===== config.mk =====
export PLATFORM = sky130hd
export DESIGN_NAME = epg_cell
export DESIGN_NICKNAME = d
export VERILOG_FILES = /design/src/rtl/epg_pkg.sv /design/src/rtl/epg_cell.sv
export SDC_FILE = /design/constraint.sdc
export NUM_CORES = 1
export LEC_CHECK = 0
export ABC_AREA = 1
export BUFFER_PORTS_ARGS = -buffer_cell sky130_fd_sc_hd__buf_2
export CAP_MARGIN = 0
export CELL_PAD_IN_SITES_DETAIL_PLACEMENT = 0
export CELL_PAD_IN_SITES_GLOBAL_PLACEMENT = 1
export CORE_UTILIZATION = 44
export DETAILED_ROUTE_END_ITERATION = 6
export PLACE_DENSITY = 0.95
export SYNTH_ARGS = -nofsm -noshare
export SYNTH_HDL_FRONTEND = slang
export SYNTH_SLANG_ARGS = --single-unit

===== constraint.sdc =====
create_clock -name clk -period 12.1 [get_ports clk]
set_input_delay 0.605 -clock clk [delete_from_list [all_inputs] [get_ports clk]]
set_output_delay 0.605 -clock clk [all_outputs]
set_load 0.005 [all_outputs]

===== src/rtl/epg_pkg.sv =====
// shared constants, types and tables for the epicycloid point generator
package epg_pkg;

  localparam int PHASE_BITS   = 24;
  localparam int CORDIC_STEPS = 16;
  localparam int TABLE_LEN    = 24;
  localparam int NUM_CELLS    = (CORDIC_STEPS < TABLE_LEN) ? CORDIC_STEPS : TABLE_LEN;
  localparam int STEP_W       = $clog2(TABLE_LEN);
  localparam int CW           = 33;
  localparam int COORD_W      = 16;
  localparam int AMP_W        = 15;
  localparam int STEP_CFG_W   = 24;
  localparam int CFG_IDX_W    = 3;
  localparam int CFG_DATA_W   = 24;
  localparam int PROD_W       = CW + AMP_W + 1;
  localparam int SUM_W        = PROD_W + 1;
  localparam int FRAC_SHIFT   = 30;
  localparam int RND_W        = SUM_W - FRAC_SHIFT;
  localparam int POS_W        = RND_W + 1;

  localparam logic signed [CW-1:0] GAIN_Q30 = CW'(652032874);

  localparam logic [31:0] ATAN_TURNS [TABLE_LEN] = '{
    32'h20000000, 32'h12E4051E, 32'h09FB385B, 32'h051111D4, 32'h028B0D43, 32'h0145D7E1,
    32'h00A2F61E, 32'h00517C55, 32'h0028BE53, 32'h00145F2F, 32'h000A2F98, 32'h000517CC,
    32'h00028BE6, 32'h000145F3, 32'h0000A2F9, 32'h0000517C, 32'h000028BE, 32'h0000145F,
    32'h00000A2F, 32'h00000517, 32'h0000028B, 32'h00000145, 32'h000000A2, 32'h00000051
  };

  typedef enum logic [CFG_IDX_W-1:0] {
    REG_OUTER_STEP = 3'd0,
    REG_INNER_STEP = 3'd1,
    REG_OUTER_AMP  = 3'd2,
    REG_INNER_AMP  = 3'd3,
    REG_CENTER_X   = 3'd4,
    REG_CENTER_Y   = 3'd5
  } cfg_reg_t;

  typedef enum logic [2:0] {
    S_IDLE,
    S_OUTER,
    S_INNER,
    S_WAIT,
    S_MUL,
    S_SUM
  } seq_state_t;

  typedef struct packed {
    logic                 vld;
    logic                 tag;
    logic [1:0]           quad;
    logic signed [CW-1:0] x;
    logic signed [CW-1:0] y;
    logic signed [CW-1:0] z;
  } cell_data_t;

  function automatic logic signed [CW-1:0] atan_turn(input logic [STEP_W-1:0] idx);
    atan_turn = $signed({1'b0, ATAN_TURNS[idx]});
  endfunction

endpackage


===== src/rtl/epg_cell.sv =====
// one cordic rotation cell of the chain
module epg_cell (
  input  logic                       clk,
  input  logic                       rst_n,
  input  logic [epg_pkg::STEP_W-1:0] step_idx,
  input  epg_pkg::cell_data_t        din,
  output epg_pkg::cell_data_t        dout
);
  import epg_pkg::*;

  cell_data_t           data_r;
  cell_data_t           data_nxt;
  logic signed [CW-1:0] x_in;
  logic signed [CW-1:0] y_in;
  logic signed [CW-1:0] z_in;
  logic signed [CW-1:0] dx;
  logic signed [CW-1:0] dy;
  logic signed [CW-1:0] ang;

  always_comb begin
    x_in = din.x;
    y_in = din.y;
    z_in = din.z;
    dx   = y_in >>> step_idx;
    dy   = x_in >>> step_idx;
    ang  = atan_turn(step_idx);
    data_nxt      = din;
    if (!z_in[CW-1]) begin
      data_nxt.x = x_in - dx;
      data_nxt.y = y_in + dy;
      data_nxt.z = z_in - ang;
    end else begin
      data_nxt.x = x_in + dx;
      data_nxt.y = y_in - dy;
      data_nxt.z = z_in + ang;
    end
  end

  always_ff @(posedge clk) begin
    data_r.tag  <= data_nxt.tag;
    data_r.quad <= data_nxt.quad;
    data_r.x    <= data_nxt.x;
    data_r.y    <= data_nxt.y;
    data_r.z    <= data_nxt.z;
    if (!rst_n) begin
      data_r.vld <= 1'b0;
    end else begin
      data_r.vld <= data_nxt.vld;
    end
  end

  assign dout = data_r;

endmodule


## Word level (Yosys, flattened, before mapping)

Memories as Yosys holds them, arrays and structs flattened.
Cells that the tools add are included.

| word-level totals | value |
|---|---|
| register bits | 103 |
| output and inout port bits | 103 |
| input bits | 110 |
| memory bits (read-only) | 1,024 |
| memories kept | 1 |

Memories:

| memory | words | width | rd ports | clocked after memory_dff | wr ports | line | source |
|---|---|---|---|---|---|---|---|
| (name not given) | 32 | 32 | 1 | 0 | 0 | epg_pkg.sv:58 | `atan_turn = $signed({1'b0, ATAN_TURNS[idx]});` |

| operators by class | value |
|---|---|
| order comparisons | 1 |
| add/subtract/negate cells | 6 |
| bitwise operators | 1 |
| multiplexer cells | 3 |
| shift operators | 2 |

Operators with widths:

| operator | count |
|---|---|
| $add A33 B33 Y33 | 3 |
| $mux W99 | 1 |
| $sub A33 B33 Y33 | 3 |
| $sshr A33 B5 Y33 | 2 |
| $mux W32 | 2 |
| $ge A6 B6 Y1 const B | 1 |
| $not A5 Y6 | 1 |

## Logic depth before layout (Yosys ltp)

| logic depth | value |
|---|---|
| word-level depth | 6 |
| gate-level depth with buffers | 34 |
| gate-level depth less buffers | 32 |

## Worst setup path after synthesis

No wires, ideal clock.

| timing | value |
|---|---|
| path kind | input-to-reg |
| start point | in step_idx[0] in the netlist's numbering |
| end point | reg data_r, in the netlist dout[30] |
| cell stages on the path | 28 |
| slack | 7.829 ns |
| data arrival time | 4.141 ns |
| cell sequence | buf_6 inv_6 buf_12 buf_6 ha_1 nand2_1 inv_1 a21oi_1 o21ai_1 a21oi_1 inv_2 ha_1 nand2_1 nor2_1 nand4_1 nor2_1 nand3_1 nand2_4 xor2_1 ha_1 nand2_1 nor4_1 nand2_1 o211ai_1 nand2_1 nand2_1 a211oi_1 xor2_1 |

RTL lines:

| item | line | source |
|---|---|---|
| from (decl) | epg_cell.sv:5 | `input logic [epg_pkg::STEP_W-1:0] step_idx,` |
| to (decl) | epg_cell.sv:11 | `cell_data_t data_r;` |

==> results.md <==
* Min-delay worst type: primary input to register
* Slew @ Worst Pin at 1143 ps
* Synthesis warning total at 0
* Post-Synthesis Cells at around 2.4k
* Leakage at approximately 8.2 nW
* Crit-path slowest cell: inv_2
* Synth cell types at 50
* Largest net degree at the start of global routing at a little over 80
* Run status: finished clean
* Core area at about 31,000 um^2
* Clk buf depth at 2
* Port buffer count at approximately 210
* Instance count on the critical path at 28
* Global Route Usage Sum at 0.2915
* Layout area overhead at 10.09%
* First-pass GRT wire length at 76.73 mm
* H-tree levels at 3
* CP max stage delay at 640 ps
* Effective utilization at floorplan at 0.4466
* Peak supply drop at 82.69 uV
* #FFs+latches synth at between 100 and 150
* Final setup fails at 0
* CP Class: primary input to register
* PD cells at 122.4 nW/um^2
* Top FF cell, synth: dfxtp_1
* Row count at 65
* Mapped Avg Cell Area at ~6 um^2
* CTS Sinks at roughly 100
* Crit path required time at 12,400 ps
* Net count after synthesis at between 2k and 3k
* Die X-Extent at 180.7 um
* # resized after CTS at 0
* First DRT Iteration DRCs at between 1.5k and 2k
* Die height at approximately 180 um
* Layout cells sized above 1 at 0.1266
* Die area at 32,660 um^2
* Post-Route Utilization at 0.4917
* Grt total ovfl at 0
* Fillers at ~3.4k
* Via Count at 16.27k
* Hold depth at 1
* Buf/Inv on CP at 4
* Maximum fanout along the worst path at between 60 and 70
* Slew HR at 0.2380
* Final wirelength at roughly 49 mm
* Crit path top cell by count: nand2_1
* I/O pins at 213
* Fin crit share at 0.5162
* Wirelength per Cell at approximately 17 um
* HP Start: din[100]
* Worst-path clk slew at ~80 ps
* Routability Congestion at ~1
* 1st-pass router iterations at 5
* Worst path top cell family by delay: simple AND/OR/NAND/NOR gates
* RSZ-0062 raised after global routing: no
* Fmax at 160.1 MHz
* Max reg flops at slightly above 100
* Antenna-violating nets left at 0
* Sequential area share after synthesis at 0.1467
* Mapped Area at about 14,000 um^2
* Initial antenna violation count at 2
* Number of flops mapped to enable cells by yosys at 0
* Cts hold-fix bufs at 0
* Max Cap Viol at 0
* Dpl hpwl at between 30 and 40 mm
* Setup Buffers After CTS at 0
* Ys async rst share at 0
* Residual DRC count at 0
* Placed Area at roughly 15,000 um^2
* Vias per Instance at ~5.5
* Post-layout instance area at around 15,000 um^2
* Num CTS Buffers at 9
* Worst setup SP type: primary input
* Final Hold Viols at 0
* CTS tree: done
* Max Slew Vio Count at 0
* Vias in the first global route at approximately 15k
* Hold endpoint: dout[100]$_DFF_P_
* Crit. End Element: register
* Final nets at between 2k and 3k
* WP data arrival at 6540 ps
* Setup TNS at 0 ps
* Clock root buffer: clkbuf_16
* Fin crit period at around 6200 ps
-- through the flow --
| stage | power (mW) | instances | hold WS (ps) | setup WS (ps) |
|---|---|---|---|---|
| floorplan | 1.232 | 2401 | 632.7 | 7829 |
| finish | 1.894 | 2955 | 326.1 | 5854 |
| CTS | 1.895 | 2954 | 317.2 | 5904 |
| detailed placement | 1.590 | 2938 | 709.3 | 5531 |
| global placement | 1.585 | 2938 | 709.6 | 5565 |
| global route | 2.043 | 2955 | 315.6 | 5444 |
-- how the worst max path moves through the flow --
| stage | startpoint | end | slack, ps |
|---|---|---|---|
| global route | step_idx[1] | dout[29]$_DFF_P_ | 5440 |
| detailed placement | step_idx[1] | dout[29]$_DFF_P_ | 5530 |
| floorplan | step_idx[0] | dout[30]$_DFF_P_ | 7830 |
| CTS | step_idx[1] | dout[29]$_DFF_P_ | 5900 |
| finish | step_idx[1] | dout[29]$_DFF_P_ | 5850 |
| global placement | step_idx[1] | dout[29]$_DFF_P_ | 5560 |
-- final cells by class --
class / instances / area, um^2 / share of cell area
Clock inverter: 6 / 52.55 / 0.003396
Timing Repair Buffer: 218 / 1106 / 0.07147
Clock buffer: 10 / 239.0 / 0.01544
Sequential cell: 103 / 2062 / 0.1332
Antenna cell: 1 / 2.502 / 0.0001617
Multi-Input combinational cell: 1984 / 10630 / 0.6871
Inverter: 231 / 877.1 / 0.05668
Tap cell: 402 / 503.0 / 0.03250
-- placed cells by master (no fill, tap or decap), types with 12 or more instances in the layout --
cell / n
nand2_1: 789
nand3_1: 344
buf_2: 212
inv_1: 208
nor2_1: 154
a21oi_1: 145
ha_1: 106
dfxtp_1: 103
xor2_1: 99
o21ai_0: 87
xnor2_1: 59
inv_2: 20
nor3_1: 19
nand3_2: 19
nand2_2: 17
o211ai_1: 17
nor2_2: 14
o21ai_1: 12
nand4_1: 12
nor4_1: 12
-- synth_stat cells, types with 12 or more instances --
master | number | area (um^2)
o21ai_1 | 12 | 60.06
o21ai_0 | 87 | 435.4
ha_1 | 106 | 1326
o211ai_1 | 17 | 127.6
inv_2 | 19 | 71.32
buf_1 | 13 | 48.80
dfxtp_1 | 103 | 2062
nand4_1 | 12 | 75.07
nand3_2 | 19 | 190.2
clkbuf_1 | 25 | 93.84
nor3_1 | 19 | 95.09
buf_2 | 25 | 125.1
nand2_2 | 17 | 106.4
nand2_1 | 789 | 2962
nor2_1 | 154 | 578.1
a21oi_1 | 145 | 725.7
inv_1 | 208 | 780.8
nor4_1 | 12 | 75.07
nand3_1 | 344 | 1722
xor2_1 | 99 | 867.1
nor2_2 | 14 | 87.58
xnor2_1 | 59 | 516.8
-- layer usage --
metal  share of wire  global-route usage
met1            0.45              0.3923
met2            0.46              0.4814
met3           0.065             0.03145
met4           0.030              0.1002
met5               0                   0
-- kinds of logic (layout without fill, tap and decap cells) --
| logic type | after synthesis | count (layout) | share of synthesized area |
|---|---|---|---|
| AOI/OAI and AO/OA | 316 | 316 | 0.1264 |
| adders and majority gates | 109 | 109 | 0.09863 |
| buffers and inverters | 314 | 465 | 0.09685 |
| other | 0 | 1 | 0 |
| xor gates and xnor gates | 158 | 158 | 0.09845 |
| and+or+nand+nor | 1401 | 1401 | 0.4330 |
| DFF | 103 | 103 | 0.1467 |
-- power breakdown --
group	internal, mW	leakage [nW]	total (mW)	switching (mW)
registers	0.483	0.869	0.514	0.0312
clock network	0.149	0.142	0.300	0.151
logic	0.406	7.21	1.08	0.675
No activity file was read; power rests on OpenSTA's default activity.
